**config.mk**
```make
export PLATFORM = sky130hd
export DESIGN_NAME = nmea_sentence_framer_top_flat
export DESIGN_NICKNAME = d
export VERILOG_FILES = /design/src/rtl/nsf_pkg.sv /design/src/rtl/nsf_stream_if.sv /design/src/rtl/nsf_parser.sv /design/src/rtl/nmea_sentence_framer_top.sv /design/src/flat_wrapper.sv
export VERILOG_INCLUDE_DIRS = /design/src /design/src/rtl
export SDC_FILE = /design/constraint.sdc
export NUM_CORES = 1
export LEC_CHECK = 0
export BUFFER_PORTS_ARGS = -buffer_cell sky130_fd_sc_hd__buf_2
export CAP_MARGIN = 20
export CORE_ASPECT_RATIO = 0.75
export CORE_MARGIN = 1.5
export CORE_UTILIZATION = 62
export DETAILED_ROUTE_END_ITERATION = 12
export HOLD_SLACK_MARGIN = 0.05
export PLACE_DENSITY = 0.86
export SYNTH_ARGS = -nofsm -noshare
export SYNTH_HDL_FRONTEND = slang
export SYNTH_SLANG_ARGS = --single-unit
```
**constraint.sdc**
```tcl
create_clock -name clk -period 4.66 [get_ports clk]
set_input_delay 0.233 -clock clk [delete_from_list [all_inputs] [get_ports clk]]
set_output_delay 0.233 -clock clk [all_outputs]
set_load 0.03 [all_outputs]
```
**src/rtl/nmea_sentence_framer_top_assert.svh**
```systemverilog
// Assertion macros for the sentence framer.
`ifndef NMEA_SENTENCE_FRAMER_TOP_ASSERT_SVH
`define NMEA_SENTENCE_FRAMER_TOP_ASSERT_SVH

// Check that a condition holds in the same cycle as its trigger.
`define NSF_ASSERT_IMPLY(label, clk, rst_n, trig, cond) \
  label: assert property (@(posedge clk) disable iff (!rst_n) (trig) |-> (cond)) \
    else $error("nsf assertion failed");

// Check that a condition holds in the cycle after its trigger.
`define NSF_ASSERT_NEXT(label, clk, rst_n, trig, cond) \
  label: assert property (@(posedge clk) disable iff (!rst_n) (trig) |=> (cond)) \
    else $error("nsf assertion failed");

`endif

```
**src/rtl/nsf_pkg.sv**
```systemverilog
package nsf_pkg;

  // Characters of the sentence grammar
  localparam logic [7:0] CH_DOLLAR = 8'h24;
  localparam logic [7:0] CH_P      = 8'h50;
  localparam logic [7:0] CH_G      = 8'h47;
  localparam logic [7:0] CH_R      = 8'h52;
  localparam logic [7:0] CH_M      = 8'h4D;
  localparam logic [7:0] CH_C      = 8'h43;
  localparam logic [7:0] CH_L      = 8'h4C;
  localparam logic [7:0] CH_COMMA  = 8'h2C;
  localparam logic [7:0] CH_STAR   = 8'h2A;
  localparam logic [3:0] NIB_MASK  = 4'hF;

  // Sentence kinds
  localparam logic [1:0] KIND_NONE = 2'd0;
  localparam logic [1:0] KIND_RMC  = 2'd1;
  localparam logic [1:0] KIND_GLL  = 2'd2;

  // Code returned for a character that is no hex digit
  localparam logic [4:0] HEX_BAD = 5'd16;

  typedef struct packed {
    logic [7:0] rx_byte;
    logic       release_primary;
    logic       release_backup;
  } in_item_t;

  typedef struct packed {
    logic       wr_en;
    logic       wr_buf;
    logic [6:0] wr_addr;
    logic [7:0] wr_data;
    logic       frame_ok;
    logic       frame_buf;
    logic [1:0] frame_type;
    logic [7:0] frame_len;
    logic       checksum_bad;
    logic       overflow;
  } out_item_t;

  // Decode one ASCII hex digit; HEX_BAD for anything else
  function automatic logic [4:0] hex_value(input logic [7:0] c);
    logic [4:0] v;
    if (c >= 8'h30 && c <= 8'h39) begin
      v = {1'b0, c[3:0]};
    end else if ((c >= 8'h41 && c <= 8'h46) || (c >= 8'h61 && c <= 8'h66)) begin
      v = {1'b0, c[3:0] + 4'd9};
    end else begin
      v = HEX_BAD;
    end
    return v;
  endfunction

endpackage

```
**src/rtl/nsf_stream_if.sv**
```systemverilog
interface nsf_stream_if #(
  parameter type T = logic
);
  logic valid;
  logic ready;
  T     data;

  modport source (output valid, output data, input ready);
  modport sink (input valid, input data, output ready);
endinterface

```
**src/rtl/nsf_parser.sv**
```systemverilog
module nsf_parser #(
  parameter int BUFFER_DEPTH = 128
) (
  input  logic               clk,
  input  logic               rst_n,
  input  logic               step_en,
  input  nsf_pkg::in_item_t  item,
  output nsf_pkg::out_item_t result
);
  import nsf_pkg::*;

  localparam int CNT_W = $clog2(BUFFER_DEPTH + 1);
  localparam logic [CNT_W-1:0] DEPTH_C = CNT_W'(BUFFER_DEPTH);

  localparam logic [3:0] ST_HUNT  = 4'd0;
  localparam logic [3:0] ST_G     = 4'd1;
  localparam logic [3:0] ST_TALK  = 4'd2;
  localparam logic [3:0] ST_SEL   = 4'd3;
  localparam logic [3:0] ST_RM    = 4'd4;
  localparam logic [3:0] ST_RMC   = 4'd5;
  localparam logic [3:0] ST_GL    = 4'd6;
  localparam logic [3:0] ST_GLL   = 4'd7;
  localparam logic [3:0] ST_COMMA = 4'd8;
  localparam logic [3:0] ST_DATA  = 4'd9;
  localparam logic [3:0] ST_HI    = 4'd10;
  localparam logic [3:0] ST_LO    = 4'd11;

  logic [3:0]       state_r, state_nxt;
  logic [7:0]       xor_r, xor_nxt;
  logic [CNT_W-1:0] cnt_r, cnt_nxt;
  logic             tgt_r, tgt_nxt;
  logic [1:0]       kind_r, kind_nxt;
  logic             pfull_r, pfull_nxt;
  logic             bfull_r, bfull_nxt;

  logic [7:0] b;
  logic       pfull_rel;
  logic       bfull_rel;
  logic [8:0] cnt_ext;

  assign b         = item.rx_byte;
  assign pfull_rel = pfull_r & ~item.release_primary;
  assign bfull_rel = bfull_r & ~item.release_backup;
  assign cnt_ext   = 9'(cnt_r);

  // Advance the sentence grammar by one byte
  always_comb begin
    state_nxt = ST_HUNT;
    xor_nxt   = xor_r;
    cnt_nxt   = cnt_r;
    tgt_nxt   = tgt_r;
    kind_nxt  = kind_r;
    pfull_nxt = pfull_rel;
    bfull_nxt = bfull_rel;
    result    = '0;
    case (state_r)
      ST_HUNT: begin
        state_nxt = (b inside {CH_DOLLAR, CH_P}) ? ST_G : ST_HUNT;
      end
      ST_G: begin
        if (b == CH_G) begin
          xor_nxt   = b;
          state_nxt = ST_TALK;
        end
      end
      ST_TALK: begin
        if (b inside {CH_P, CH_L}) begin
          xor_nxt   = xor_r ^ b;
          state_nxt = ST_SEL;
        end
      end
      ST_SEL: begin
        if (b == CH_R) begin
          state_nxt = ST_RM;
        end else if (b == CH_G) begin
          state_nxt = ST_GL;
        end
        xor_nxt = xor_r ^ b;
      end
      ST_RM: begin
        if (b == CH_M) begin
          xor_nxt   = xor_r ^ b;
          state_nxt = ST_RMC;
        end
      end
      ST_RMC: begin
        if (b == CH_C) begin
          xor_nxt   = xor_r ^ b;
          kind_nxt  = KIND_RMC;
          state_nxt = ST_COMMA;
        end
      end
      ST_GL: begin
        if (b == CH_L) begin
          xor_nxt   = xor_r ^ b;
          state_nxt = ST_GLL;
        end
      end
      ST_GLL: begin
        if (b == CH_L) begin
          xor_nxt   = xor_r ^ b;
          kind_nxt  = KIND_GLL;
          state_nxt = ST_COMMA;
        end
      end
      ST_COMMA: begin
        if (b == CH_COMMA) begin
          // Pick a free buffer; keep the last one when both are full
          if (!pfull_rel) begin
            tgt_nxt = 1'b0;
          end else if (!bfull_rel) begin
            tgt_nxt = 1'b1;
          end
          xor_nxt   = xor_r ^ b;
          cnt_nxt   = '0;
          state_nxt = ST_DATA;
        end
      end
      ST_DATA: begin
        if (b == CH_STAR) begin
          state_nxt = ST_HI;
        end else begin
          if (cnt_r < DEPTH_C) begin
            result.wr_en   = 1'b1;
            result.wr_buf  = tgt_r;
            result.wr_addr = cnt_ext[6:0];
            result.wr_data = b;
            cnt_nxt        = cnt_r + 1'b1;
          end else begin
            result.overflow = 1'b1;
          end
          xor_nxt   = xor_r ^ b;
          state_nxt = ST_DATA;
        end
      end
      ST_HI: begin
        if (hex_value(b) == {1'b0, xor_r[7:4]}) begin
          state_nxt = ST_LO;
        end else begin
          result.checksum_bad = 1'b1;
        end
      end
      ST_LO: begin
        if (hex_value(b) == {1'b0, xor_r[3:0] & NIB_MASK}) begin
          if (!tgt_r) begin
            pfull_nxt = 1'b1;
          end else begin
            bfull_nxt = 1'b1;
          end
          result.frame_ok   = 1'b1;
          result.frame_buf  = tgt_r;
          result.frame_type = kind_r;
          result.frame_len  = cnt_ext[7:0];
        end else begin
          result.checksum_bad = 1'b1;
        end
      end
      default: begin
        state_nxt = ST_HUNT;
      end
    endcase
  end

  // Hold parser state between transactions
  always_ff @(posedge clk) begin
    if (!rst_n) begin
      state_r <= ST_HUNT;
      xor_r   <= '0;
      cnt_r   <= '0;
      tgt_r   <= 1'b0;
      kind_r  <= KIND_NONE;
      pfull_r <= 1'b0;
      bfull_r <= 1'b0;
    end else if (step_en) begin
      state_r <= state_nxt;
      xor_r   <= xor_nxt;
      cnt_r   <= cnt_nxt;
      tgt_r   <= tgt_nxt;
      kind_r  <= kind_nxt;
      pfull_r <= pfull_nxt;
      bfull_r <= bfull_nxt;
    end
  end

endmodule

```
**src/rtl/nmea_sentence_framer_top.sv**
```systemverilog
// NMEA sentence framer.
// in_ch carries one received byte per transaction, with two release bits
// that free the primary or backup buffer before that byte is handled.
// out_ch returns exactly one result per input transaction: a buffer write
// (wr_en, wr_buf, wr_addr, wr_data), a frame-done pulse with buffer, kind
// and payload length, a checksum mismatch pulse and an overflow flag.
// A byte accepted on in_ch is held in the input register and parsed from
// there; its result is captured in the output register and offered on out_ch.
// Throughput: one byte per cycle while out_ch is not stalled; the parser
// state is a single register bank updated once per byte.
// Reset (rst_n low, synchronous) returns the parser to hunting for a start
// character, clears the checksum, count, kind and both buffer-full flags,
// and empties the input and output registers.
// When out_ch is stalled the result holds in the output register; the
// input register can still take one more byte, then in_ch.ready drops
// until the output register drains.
module nmea_sentence_framer_top #(
  parameter int BUFFER_DEPTH = 128
) (
  input logic clk,
  input logic rst_n,
  nsf_stream_if.sink   in_ch,
  nsf_stream_if.source out_ch
);
  import nsf_pkg::*;

  `include "nmea_sentence_framer_top_assert.svh"

  logic      s1_valid_r, s1_valid_nxt;
  in_item_t  s1_item_r;
  logic      out_valid_r, out_valid_nxt;
  out_item_t out_item_r;

  logic      in_acc;
  logic      s1_adv;
  out_item_t res;

  assign s1_adv       = s1_valid_r && (!out_valid_r || out_ch.ready);
  assign in_ch.ready  = !s1_valid_r || s1_adv;
  assign in_acc       = in_ch.valid && in_ch.ready;
  assign s1_valid_nxt = in_acc || (s1_valid_r && !s1_adv);
  assign out_valid_nxt = s1_adv || (out_valid_r && !out_ch.ready);

  nsf_parser #(
    .BUFFER_DEPTH(BUFFER_DEPTH)
  ) u_parser (
    .clk    (clk),
    .rst_n  (rst_n),
    .step_en(s1_adv),
    .item   (s1_item_r),
    .result (res)
  );

  // Track valid bits of the input and output registers
  always_ff @(posedge clk) begin
    if (!rst_n) begin
      s1_valid_r  <= 1'b0;
      out_valid_r <= 1'b0;
    end else begin
      s1_valid_r  <= s1_valid_nxt;
      out_valid_r <= out_valid_nxt;
    end
  end

  // Capture the incoming byte and the finished result
  always_ff @(posedge clk) begin
    if (in_acc) begin
      s1_item_r <= in_ch.data;
    end
    if (s1_adv) begin
      out_item_r <= res;
    end
  end

  assign out_ch.valid = out_valid_r;
  assign out_ch.data  = out_item_r;

  `NSF_ASSERT_NEXT(a_adv_fills_out, clk, rst_n, s1_adv, out_valid_r)
  `NSF_ASSERT_IMPLY(a_ok_alone, clk, rst_n, out_valid_r && out_item_r.frame_ok, !out_item_r.wr_en && !out_item_r.checksum_bad && !out_item_r.overflow)
  `NSF_ASSERT_IMPLY(a_ok_kind, clk, rst_n, out_valid_r && out_item_r.frame_ok, out_item_r.frame_type == KIND_RMC || out_item_r.frame_type == KIND_GLL)
  `NSF_ASSERT_IMPLY(a_ovf_no_wr, clk, rst_n, out_valid_r && out_item_r.overflow, !out_item_r.wr_en)

endmodule

```
**src/flat_wrapper.sv**
```systemverilog
// flat-port wrapper written by rule: the top's interface ports become plain ports
module nmea_sentence_framer_top_flat import nsf_pkg::*;
#(
  parameter int BUFFER_DEPTH = 128
)
  (clk, rst_n, in_ch_valid, in_ch_data, in_ch_ready, out_ch_valid, out_ch_data, out_ch_ready);
  nsf_stream_if #(.T(in_item_t)) in_ch_i ();
  nsf_stream_if #(.T(out_item_t)) out_ch_i ();
  input logic clk;
  input logic rst_n;
  input wire logic [$bits(in_ch_i.valid)-1:0] in_ch_valid;
  input wire logic [$bits(in_ch_i.data)-1:0] in_ch_data;
  output wire logic [$bits(in_ch_i.ready)-1:0] in_ch_ready;
  output wire logic [$bits(out_ch_i.valid)-1:0] out_ch_valid;
  output wire logic [$bits(out_ch_i.data)-1:0] out_ch_data;
  input wire logic [$bits(out_ch_i.ready)-1:0] out_ch_ready;
  assign in_ch_i.valid = in_ch_valid;
  assign in_ch_i.data = in_ch_data;
  assign in_ch_ready = in_ch_i.ready;
  assign out_ch_valid = out_ch_i.valid;
  assign out_ch_data = out_ch_i.data;
  assign out_ch_i.ready = out_ch_ready;
  nmea_sentence_framer_top #(.BUFFER_DEPTH(BUFFER_DEPTH)) u_core (.clk(clk), .rst_n(rst_n), .in_ch(in_ch_i), .out_ch(out_ch_i));
endmodule
```
==> results.md <==
- Total power for the finished layout comes to ~1.3 mW.
- On the critical path, the stage with the largest delay is an instance of a2111oi_0.
- The routed length per instance is around 18 microns.
- The cell area that synthesis handed to floorplanning was about 3600 sq um.
- Row generation in the floorplan step produced 23 rows.
- The category of the most critical setup path is reg -> reg.
- The insertion delay to the later sink of the worst-skew pair is approximately 0.34 ns.
- The hold violation count in the final report is 0.
- Counting the buffers created by CTS gives 9.
- Compared with the post-synthesis result, the final layout area differs by 13.1%.
- The remaining antenna violation count is 0.
- The clock root buffer master is clkbuf_8.
- Sorting the synthesized cells by area gives the leading types as edfxtp_1 (34%), dfxtp_1 (15%), and2_1 (5.2%).
- The initial antenna violation count is 0.
- The post-route fraction of the period consumed by the critical path is ~71%.
- The count of pins on the block boundary is 47.
- The slack of the worst reg-to-reg path is about 1.4 ns.
- The most used flip-flop cell after synthesis is edfxtp_1.
- The number of synthesized flops with an enable pin is 41.
- The average instance in the mapped netlist occupies between 10 and 15 sq um.
- Leaving out fill and tap cells, the most frequent cell in the layout is buf_2.
- The first global-routing pass estimated ~13000 microns of wire.
- The final instance area is 4090 sq um.
- The startpoint type of the worst setup path is a flip-flop.
- The number of max-slew violations in the final report is 0.
- The congestion estimate from routability-driven global placement came to 0.962.
- The part of the power in combinational logic is between 10% and 20%.
- The number of remaining DRC errors is 0.
- Of all cell types, the one taking the most synthesized area is edfxtp_1.
- Synthesis handed over a netlist of between 300 and 400 instances.
- The internal power summed over all cells is 988 uW.
- The number of buffers and inverters on the critical path is 1.
- The worst hold path terminates at u_core.s1_item_r[3].
- The cell depth of the worst flop-to-flop path is 8.
- The number of antenna cells inserted is 0.
- The share of total power in sequential cells is about 50%.
- The starting density of the core is roughly two thirds.
- The final-layout setup total negative slack is 0 ns.
- Post-CTS repair changed the size of 0 cells.
- In the global route stage, overall resource usage came out at between 20% and 30%.
- Across the routed clock network, the largest skew measured is 0.00892 ns.
- The number of vias per cell is approximately 6.3.
- Setup slack on the critical path of the routed design comes to around 1.4 ns.
- The count of max-cap constraint violations is 0.
- For this run, the detailed router's first-pass iteration total came to 5.
- The worst register-to-register path begins at u_core.s1_item_r[2].
- The peak clock frequency supported by timing is 304 MHz.
- Counting I/O delays and the setup requirement, the final critical path takes roughly 3.3 ns.
- When the netlist entered floorplanning its net count stood at about 360.
- Counting flops and latches in the post-synthesis netlist gives ~70.
- The layout cell share with drive strength beyond 1 is between 20 and 25%.
- Walking the worst path, the cells encountered are inv_1 > ha_1 > o21bai_1 > a311o_1 > o211a_1 > a2111oi_0 > nand2_1 > o211a_1.
- TritonCTS built the clock tree.
- The endpoint identified for the worst register-to-register timing path is u_core.out_ch.data[1].
- The number of buffers on the longest clock path is 2.
- For the worst setup path, the data required time is about 4.8 ns.
- The floorplan die area is 6300 sq um.
- The number of global-route vias before repair is ~2.6k.
- In this run, placement finished with an instance count of between 400 and 500.
- The sink count of the clock tree is 68.
- Summing the sequential cell areas from Yosys gives between 40% and 50% of the chip area.
- Across the VDD grid, the largest voltage drop is ~320 uV.
- Setup repair after global routing left no endpoint under its margin.
- The number of DRC violations after detailed-routing iteration 0 is approximately 480.
- Yosys mapped the design onto 68 distinct sky130hd cell types.
- At the pin with the least slew margin, the transition time is 0.987 ns.
- The type of the most critical hold path is in -> reg.
- The Yosys warning count is 0.
- In this run switching power makes up 25.8% of total power.
- The family with the most delay on the worst path is compound AO/OA/AOI/OAI gates.
- The startpoint identified for the worst hold timing path is in_ch_data[3].
- The final wirelength is just over 8000 microns.
- The fraction of post-synthesis cell area in the top cell type by area is 34.1%.
- The power share of the clock group is between 30 and 40%.
- The number of setup violations in the final report is 0.
- The worst endpoint data arrival time is ~3.4 ns.
- CTS built an H-tree with a depth of 3.
- The final HPWL from detailed placement is around 5600 microns.
- After the flow finishes, the layout carries non-filler instances totaling ~460.
- The number of instances on the worst hold path is 1.
- The total via count after detailed routing is ~2.9k.
- The largest single stage delay on the critical path is around 0.67 ns.
- Summing all placed instances gives a cell area of 3840 sq um.
- The residual overflow from global routing is 0.
- The analysis attributes to cell leakage a power of ~1.5 nW.
- The worst-case setup slack after placement is 1.49 ns.
- In the layout the commonest cells are buf_2 (46), edfxtp_1 (41), and2_1 (30).
- The sort of element at the end of the critical path is a flip-flop.
- For this design the total switching power over the nets is about 340 uW.
- The number of setup buffers added after CTS is 0.
- Counting flops with an async set or reset pin after synthesis yields a share of 0%.
- The number of buffers added to fix hold violations after cts is 0.
- The floorplan step set the die width to around 90 microns.
- At the end of the flow, the number of nets in the layout was 403.
- The die boundary height is about 69 microns.
- The maximum number of pins on one net before global-route repair is 27.
- Along the worst path, the maximum fanout reaches 9.
- After clock tree synthesis, the clock-pin slew on the worst setup and hold paths is approximately 0.080 ns.
- The library cell appearing most often on the critical path is o211a_1.
- For this design the ratio of total power to cell area is 326 nW/um^2.
- The total area inside the core boundary comes to ~5500 sq um.
- The flow ran to the end, and the final reports show no timing, DRC or antenna violations.
- The worst relative slew slack is 34.1%.
- Port buffering added 46 buffers.
## sequential cells by signal, indices dropped and copies added, names as in the netlist
signal,count
u_core.u_parser.pfull_r,1
u_core.u_parser.xor_r,8
u_core.u_parser.bfull_r,1
u_core.out_ch.data,31
u_core.u_parser.state_r,4
u_core.s1_valid_r,1
u_core.out_ch.valid,1
u_core.u_parser.cnt_r,8
u_core.u_parser.kind_r,2
u_core.s1_item_r,10
u_core.u_parser.tgt_r,1
## logic make-up after synthesis
group / Yosys count / synth area share, %
AO/OA/AOI/OAI: 89 / 18.7
adder cells (fa/ha/maj): 5 / 1.73
XOR/XNOR: 12 / 2.91
flip-flops: 68 / 49.0
AND/OR/NAND/NOR: 133 / 22.5
buffers and inverters: 34 / 4.22
multiplexers: 3 / 0.866
## worst max path at each step
stage	start	end	depth (start not counted)
6_report	u_core.s1_item_r[2]	u_core.out_ch.data[1]	8
5_1_grt	u_core.s1_item_r[2]	u_core.out_ch.data[1]	8
4_1_cts	u_core.s1_item_r[2]	u_core.out_ch.data[1]	8
3_5_place_dp	u_core.s1_item_r[2]	u_core.out_ch.data[1]	8
3_3_place_gp	u_core.s1_item_r[2]	u_core.out_ch.data[1]	8
2_1_floorplan	u_core.s1_item_r[2]	u_core.out_ch.data[5]	10
## cells in the mapped netlist, types with 5 or more instances
cell	instances
edfxtp_1	41
and2_1	30
dfxtp_1	27
nor2_1	23
nand2_1	14
o21ai_0	14
a21oi_1	12
clkbuf_1	12
inv_1	11
buf_2	8
nor3_1	8
a211oi_1	6
nand3_1	6
nand4_1	6
nor2b_1	6
xnor2_1	6
xor2_1	6
a31oi_1	5
ha_1	5
nand2b_1	5
nor3b_1	5
or3_1	5
## power groups by stage
stage                     combinational, mW  sequential, mW  clock [mW]
final                                 0.143           0.685       0.505
after global routing                  0.153           0.687       0.534
after CTS                             0.138           0.683       0.508
after detailed placement              0.138           0.697           0
after global placement                0.136           0.695           0
after floorplan                      0.0865           0.710           0
## stage by stage
stage	util, %	hold slack, ns
global route	74.8	0.0506
detailed placement	70.3	0.411
CTS	74.2	0.0518
finish	74.8	0.0643
floorplan	-	0.332
global placement	70.3	0.409
## per-layer routing
| layer | global-route usage [%] | part of all wire (%) |
|---|---|---|
| met5 | 0 | 0 |
| met3 | 6.95 | 10 |
| met1 | 38.5 | 45 |
| met4 | 8.68 | 1.7 |
| met2 | 38.8 | 43 |
## final cells by class
class | instances | area [sq um]
multi-input cells | 242 | 1690
flip-flops and latches | 68 | 1770
clock buffers | 11 | 153
fillers | 397 | 1380
clock inverters | 5 | 60.1
well taps | 75 | 93.8
inverters | 12 | 45.0
repair buffers | 51 | 275
(Power assumes the default switching activity.)
